### config.mk
export PLATFORM = sky130hd
export DESIGN_NAME = lwct_core
export DESIGN_NICKNAME = d
export VERILOG_FILES = /design/src/rtl/core/lwct_pkg.sv /design/src/rtl/core/lwct_core.sv
export SDC_FILE = /design/constraint.sdc
export NUM_CORES = 1
export LEC_CHECK = 0
export BUFFER_PORTS_ARGS = -buffer_cell sky130_fd_sc_hd__buf_2
export CORE_AREA = 2 2 132 134
export DETAILED_ROUTE_END_ITERATION = 10
export DIE_AREA = 0 0 134 136
export GPL_ROUTABILITY_DRIVEN = 0
export SYNTH_ARGS = -nofsm -noshare
export SYNTH_HDL_FRONTEND = slang
export SYNTH_SLANG_ARGS = --single-unit
### constraint.sdc
create_clock -name clk -period 4.1 [get_ports clk]
set_input_delay 0.41 -clock clk [delete_from_list [all_inputs] [get_ports clk]]
set_output_delay 0.41 -clock clk [all_outputs]
set_load 0.02 [all_outputs]
### src/rtl/core/lwct_pkg.sv
// ----------------------------------------------------------------------------
// lwct_pkg
// Types and constants of the last writer conflict table.
// ----------------------------------------------------------------------------
`default_nettype none

package lwct_pkg;

  localparam int INDEX_BITS_DEF = 12;
  localparam int TAG_W          = 16;
  localparam int CODE_W         = 48;
  localparam int ADDR_W         = 48;
  localparam int ENTRY_W        = TAG_W + CODE_W;
  localparam int IN_DATA_W      = ADDR_W + TAG_W + CODE_W;
  localparam int OUT_DATA_W     = TAG_W + CODE_W;
  localparam int REQ_W          = 2;
  localparam int CFG_IDX_W      = 1;
  localparam int CFG_DATA_W     = 1;

  typedef enum logic [REQ_W-1:0] {
    REQ_READ  = 2'd0,
    REQ_WRITE = 2'd1,
    REQ_QUERY = 2'd2
  } req_e;

  localparam logic [CFG_IDX_W-1:0] CFG_READ_UPDATES = 1'b0;
  localparam logic [CFG_IDX_W-1:0] CFG_DETECT_WRITE = 1'b1;

  typedef struct packed {
    logic read_updates_entry;
    logic detect_on_write;
  } cfg_t;

endpackage

`default_nettype wire

### src/rtl/core/lwct_core.sv
// ----------------------------------------------------------------------------
// lwct_core
// Lookup stage, tag compare, write-back and output register.
// ----------------------------------------------------------------------------
`default_nettype none

module lwct_core #(
  parameter int INDEX_BITS = lwct_pkg::INDEX_BITS_DEF
) (
  input  wire logic                            clk,
  input  wire logic                            rst,
  input  wire lwct_pkg::cfg_t                  cfg,
  input  wire logic                            table_busy,
  input  wire logic                            s_tvalid,
  output logic                                 s_tready,
  input  wire logic [lwct_pkg::IN_DATA_W-1:0]  s_tdata,
  input  wire logic [lwct_pkg::REQ_W-1:0]      s_tuser,
  output logic                                 m_tvalid,
  input  wire logic                            m_tready,
  output logic      [lwct_pkg::OUT_DATA_W-1:0] m_tdata,
  output logic                                 m_tuser,
  output logic                                 rd_en,
  output logic      [INDEX_BITS-1:0]           rd_addr,
  input  wire logic [lwct_pkg::ENTRY_W-1:0]    rd_data,
  output logic                                 wr_en,
  output logic      [INDEX_BITS-1:0]           wr_addr,
  output logic      [lwct_pkg::ENTRY_W-1:0]    wr_data
);
  import lwct_pkg::*;

  logic                  s1_valid;
  logic [REQ_W-1:0]      s1_req;
  logic [INDEX_BITS-1:0] s1_slot;
  logic [TAG_W-1:0]      s1_tag;
  logic [CODE_W-1:0]     s1_code;

  logic                  advance;
  logic [TAG_W-1:0]      old_tag;
  logic [CODE_W-1:0]     old_code;
  logic                  differs;
  logic                  conflict_next;

  // one item in the lookup stage at a time, so a read never races a write
  assign s_tready = !table_busy && !s1_valid;
  assign rd_en    = s_tvalid && s_tready;
  assign rd_addr  = s_tdata[INDEX_BITS-1:0];

  assign advance  = s1_valid && (!m_tvalid || m_tready);
  assign old_tag  = rd_data[ENTRY_W-1:CODE_W];
  assign old_code = rd_data[CODE_W-1:0];
  assign differs  = (old_tag != s1_tag);
  assign wr_addr  = s1_slot;
  assign wr_data  = {s1_tag, s1_code};

  always_comb begin
    conflict_next = 1'b0;
    wr_en         = 1'b0;
    case (req_e'(s1_req))
      REQ_READ: begin
        conflict_next = differs;
        wr_en         = advance && cfg.read_updates_entry;
      end
      REQ_WRITE: begin
        conflict_next = differs && cfg.detect_on_write;
        wr_en         = advance;
      end
      default: begin
        conflict_next = 1'b0;
        wr_en         = 1'b0;
      end
    endcase
  end

  always_ff @(posedge clk) begin
    if (rst) begin
      s1_valid <= 1'b0;
    end else if (rd_en) begin
      s1_valid <= 1'b1;
    end else if (advance) begin
      s1_valid <= 1'b0;
    end
  end

  always_ff @(posedge clk) begin
    if (rd_en) begin
      s1_req  <= s_tuser;
      s1_slot <= s_tdata[INDEX_BITS-1:0];
      s1_tag  <= s_tdata[ADDR_W +: TAG_W];
      s1_code <= s_tdata[ADDR_W + TAG_W +: CODE_W];
    end
  end

  always_ff @(posedge clk) begin
    if (rst) begin
      m_tvalid <= 1'b0;
    end else if (advance) begin
      m_tvalid <= 1'b1;
    end else if (m_tready) begin
      m_tvalid <= 1'b0;
    end
  end

  always_ff @(posedge clk) begin
    if (advance) begin
      m_tdata <= {old_code, old_tag};
      m_tuser <= conflict_next;
    end
  end

endmodule

`default_nettype wire

Yosys cells after proc, flatten, opt, wreduce, memory -nomap -nowiden
Cells that the tools add are included.
Widths: inputs -> output; s select.

word-level totals
  bits in registers = 145
  output and inout bits = 157
  logic and storage cells = 28
  input port bits = 185

operators by class
  reductions and logical operators = 12
  mux-type cells = 6
  equal/unequal tests = 2

operators with widths
  operator            count
  $ne 16x16->1        1
  $logic_and 1x1->1   5
  $mux 1              4
  $pmux 1 s2          2
  $reduce_bool 2->1   2
  $logic_not 1->1     3
  $eq 2x1->1 const B  1
  $logic_not 2->1     1
  $logic_or 1x1->1    1

Longest topological paths before layout
  depth after elaboration = 5
  mapped depth = 4
  mapped depth without buffers = 4

Least setup slack after synthesis
Ideal clock, no wire load.

  kind = flip-flop to output port
  from = reg m_tvalid
  to = out wr_en
  cell stages (with the launch flop) = 4
  arrival = 4.163 ns
  required time = 3.690 ns
  path buffers = 0
  path slack = -0.473 ns
  cell sequence = dfxtp_1 > nor2b_1 > nor2b_1 > nor3b_1

on the way
  cells in the longest elaborated chain, start to end = 5

RTL lines
  what                    RTL line         RTL
  from (decl)             lwct_core.sv:18  output logic m_tvalid,
  from (signal assigned)  lwct_core.sv:95  m_tvalid <= 1'b0;
  from (signal assigned)  lwct_core.sv:97  m_tvalid <= 1'b1;
  from (signal assigned)  lwct_core.sv:99  m_tvalid <= 1'b0;
  $logic_not 1->1 (*)     lwct_core.sv:48  assign advance = s1_valid && (!m_tvalid || m_tready);
  $logic_or 1x1->1 (*)    lwct_core.sv:48
  $logic_and 1x1->1 (*)   lwct_core.sv:48
  named net advance       lwct_core.sv:37  logic advance;
  $logic_and 1x1->1       lwct_core.sv:61  wr_en = advance && cfg.read_updates_entry;
  $pmux 1 s2 (*)          lwct_core.sv:58  case (req_e'(s1_req))
  to (decl)               lwct_core.sv:25  output logic wr_en,

The timed path passes the listed nets; every way through them passes the cells marked *.

Worst setup path in the final report
  from = reg s1_valid
  to = out rd_en

on the way
  cells in the longest elaborated chain, start to end = 3

RTL lines
  what                    RTL line         RTL
  from (decl)             lwct_core.sv:31  logic s1_valid;
  from (signal assigned)  lwct_core.sv:76  s1_valid <= 1'b0;
  from (signal assigned)  lwct_core.sv:78  s1_valid <= 1'b1;
  from (signal assigned)  lwct_core.sv:80  s1_valid <= 1'b0;
  $logic_not 1->1         lwct_core.sv:44  assign s_tready = !table_busy && !s1_valid;
  $logic_and 1x1->1       lwct_core.sv:44
  $logic_and 1x1->1       lwct_core.sv:45  assign rd_en = s_tvalid && s_tready;
  to (decl)               lwct_core.sv:22  output logic rd_en,

Every way passes these cells.

==> results.cfg <==
[synthesis]
synthCells = 190
synthArstFlopShare = 0
synth_common_cells = edfxtp_1, xnor2_1, buf_4
synth.avg_cell_area_sq_um = 24.51
yosys.area.top_type_share = 0.9221
synth_area_sq_mm = 0.004657
ys_seq_area_frac = 0.9307
ys_warn_count = 0
synth_edf_count = 143
ys_ff_latch = 145
ys.flop_type = edfxtp_1
synthDistinctLibCells = 12
synthTopCellsByArea = edfxtp_1, xnor2_1, buf_4
syn-num-nets = 375
yosysTopAreaCell = edfxtp_1
yosysMostFrequentCell = edfxtp_1

[timing]
max_freq_mhz = 444.5
timing.slew.headroom = 0.5387
hold_viol_final = 0
rsz0062_at_grt = false
fin_crit_sh = 0.5487
worstMarginPinSlew_ns = 0.6919
fin_ws_ns = 1.850
finalSetupViolCount = 0
setup_tns_ns = 0
drv_slew = 0
skew_ns = 0.005170
min_period_ns = 2.250

[routing]
final_antenna_net_count = 0
vias_per_cell = 3.961
routed_wl_um = 10920
drt_iter0_markers = 78
firstDrtPassIters = 4
drc = 0
vias = 2943
drt-wirelength-per-cell_um = 14.70

[cts]
clkLatencyLatePin_ns = 0.41
post_cts_buffers = 0
ctsResizeCount = 0
numCtsBuffers = 17
cts_sinks = 145
tritoncts = yes
cts-hold-fix-buffers = 0
root_buffer = clkbuf_16
htree_levels = 4
max-clock-path-buffers = 2
cts.clk_slew.worst_paths_ns = 0.06

[critical_path]
reg2reg_slack_ns = 2.28
critPathMaxStageDelay_ns = 0.59
r2r-end = m_tdata[54]
startpoint_type = register
slowest_stage = and2_4
timing.critical_path.buf_inv = 1
crit_chain = nor2_1 -> and2_4 -> buf_2
arrival_ns = 1.84
worst-setup-path-type = register to primary output
crit_path_start = s1_valid
ff2ff_path_depth = 3
cp_data_required_time_ns = 3.69
rr_startpoint = m_tvalid
path_max_fanout = 54
end_kind = primary output
cpLargestDelayFamily = simple AND/OR/NAND/NOR gates

[final_layout]
final_nets = 690
area_growth_pct = 49.54
diodes = 0
drive_above_1_share = 0.6564
stdcell_area_sq_mm = 0.006964
layout.cells.non_filler = 743

[power]
p_sw_uw = 757.0
p_leak_uw = 0.002894
p_sw_frac = 0.2231
combPwrFrac = 0.073
internal_power_uw = 2636
max-vdd-ir-drop_mv = 0.2487
power_frac_seq = 0.504
p_clk_frac = 0.423
power.density_mw_per_mm2 = 487.2

[floorplanning]
start_util = 0.2759
coreArea_sq_mm = 0.01688
dieArea_sq_mm = 0.01822
die_w_um = 134
row_count = 48
die_y_um = 136
io_pins = 342

[worst_hold_path]
hold_path_end = m_tvalid
hold_path.class = primary input to register
hold_depth = 2
hp-start = rst

[place]
place_area_sq_mm = 0.006407
io_buffer_count = 305
place_inst = 711
dp_slack_ns = 2.093

[global_routing]
track_usage = 0.1170
antenna_found_initial = 1
grt_max_degree = 55
grt-ovfl-total = 0
grt_pass1_vias = 2985
grt_pass1_wl_um = 15430

[job]
maxCapViolCount = 0

[status]
status = finished, final reports clean
cells by family (layout without fill, tap and decap cells):
logic type | count (synthesis) | count (layout) | share of synthesized area
AOI/OAI and AO/OA | 1 | 1 | 0.001074
xor gates and xnor gates | 16 | 16 | 0.03009
buffers and inverters | 12 | 340 | 0.01935
DFF | 145 | 145 | 0.9307
and+or+nand+nor | 16 | 16 | 0.01881
per-layer routing:
metal	wire length, um	global-route usage
met1	3805	0.1165
met2	5553	0.1980
met3	1286	0.06152
met4	261	0.06265
met5	16	0
worst register-to-register path: stages (launching register included):
cell and delay [ns]:
dfxtp_1 0.31, nor2b_1 0.17, nor2b_4 0.35, buf_4 0.59
sequential cells by signal, summed over array words and instances (netlist names):
register / flops
s1_tag: 16
s1_code: 48
m_tvalid: 1
wr_addr: 12
s1_valid: 1
m_tdata: 64
s1_req: 2
m_tuser: 1
placed cells by master, fill, tap and decap left out, drive strengths merged:
cell type	netlist	routed
nor4	1	1
clkbuf	0	18
edfxtp	143	143
dfxtp	2	2
nor2	5	5
clkinv	0	5
xnor2	16	16
inv	0	6
a21oi	1	1
nor3	1	1
nand4	4	4
nor2b	3	3
nor3b	1	1
and2	1	1
buf	12	308
bufinv	0	1
clkinvlp	0	2
power by group through the flow:
stage               combinational [uW]  sequential (uW)  clock (uW)
finish                             249             1710        1430
global route                       269             1710        1540
CTS                                255             1710        1480
detailed placement                 255             1740           0
global placement                   249             1740           0
floorplan                         53.5             1810           0
layout make-up:
type,count,area [sq um]
Fill cell,1562,9912
Sequential cell,145,4334
Timing Repair Buffer,308,1549
Clock buffer,18,429.2
Tap cell,225,281.5
Multi-Input combinational cell,33,242.7
Clock inverter,14,127.6
stage by stage:
step           hold WS [ns]  total power [uW]  utilization
2_1_floorplan        0.4782              1864            -
3_3_place_gp         0.5222              1990       0.3797
3_5_place_dp         0.5307              1996       0.3797
4_1_cts              0.1453              3448       0.4127
5_1_grt              0.1348              3525       0.4127
6_report             0.1659              3393       0.4127
worst max path at each step:
stage | cells past startpoint | slack (ns) | to
floorplan | 3 | 0.78 | wr_en
global placement | 4 | 2.14 | rd_en
detailed placement | 4 | 2.09 | rd_en
CTS | 3 | 1.78 | rd_en
global route | 3 | 1.72 | rd_en
finish | 3 | 1.85 | rd_en
Power figures use the tool's default switching activity.
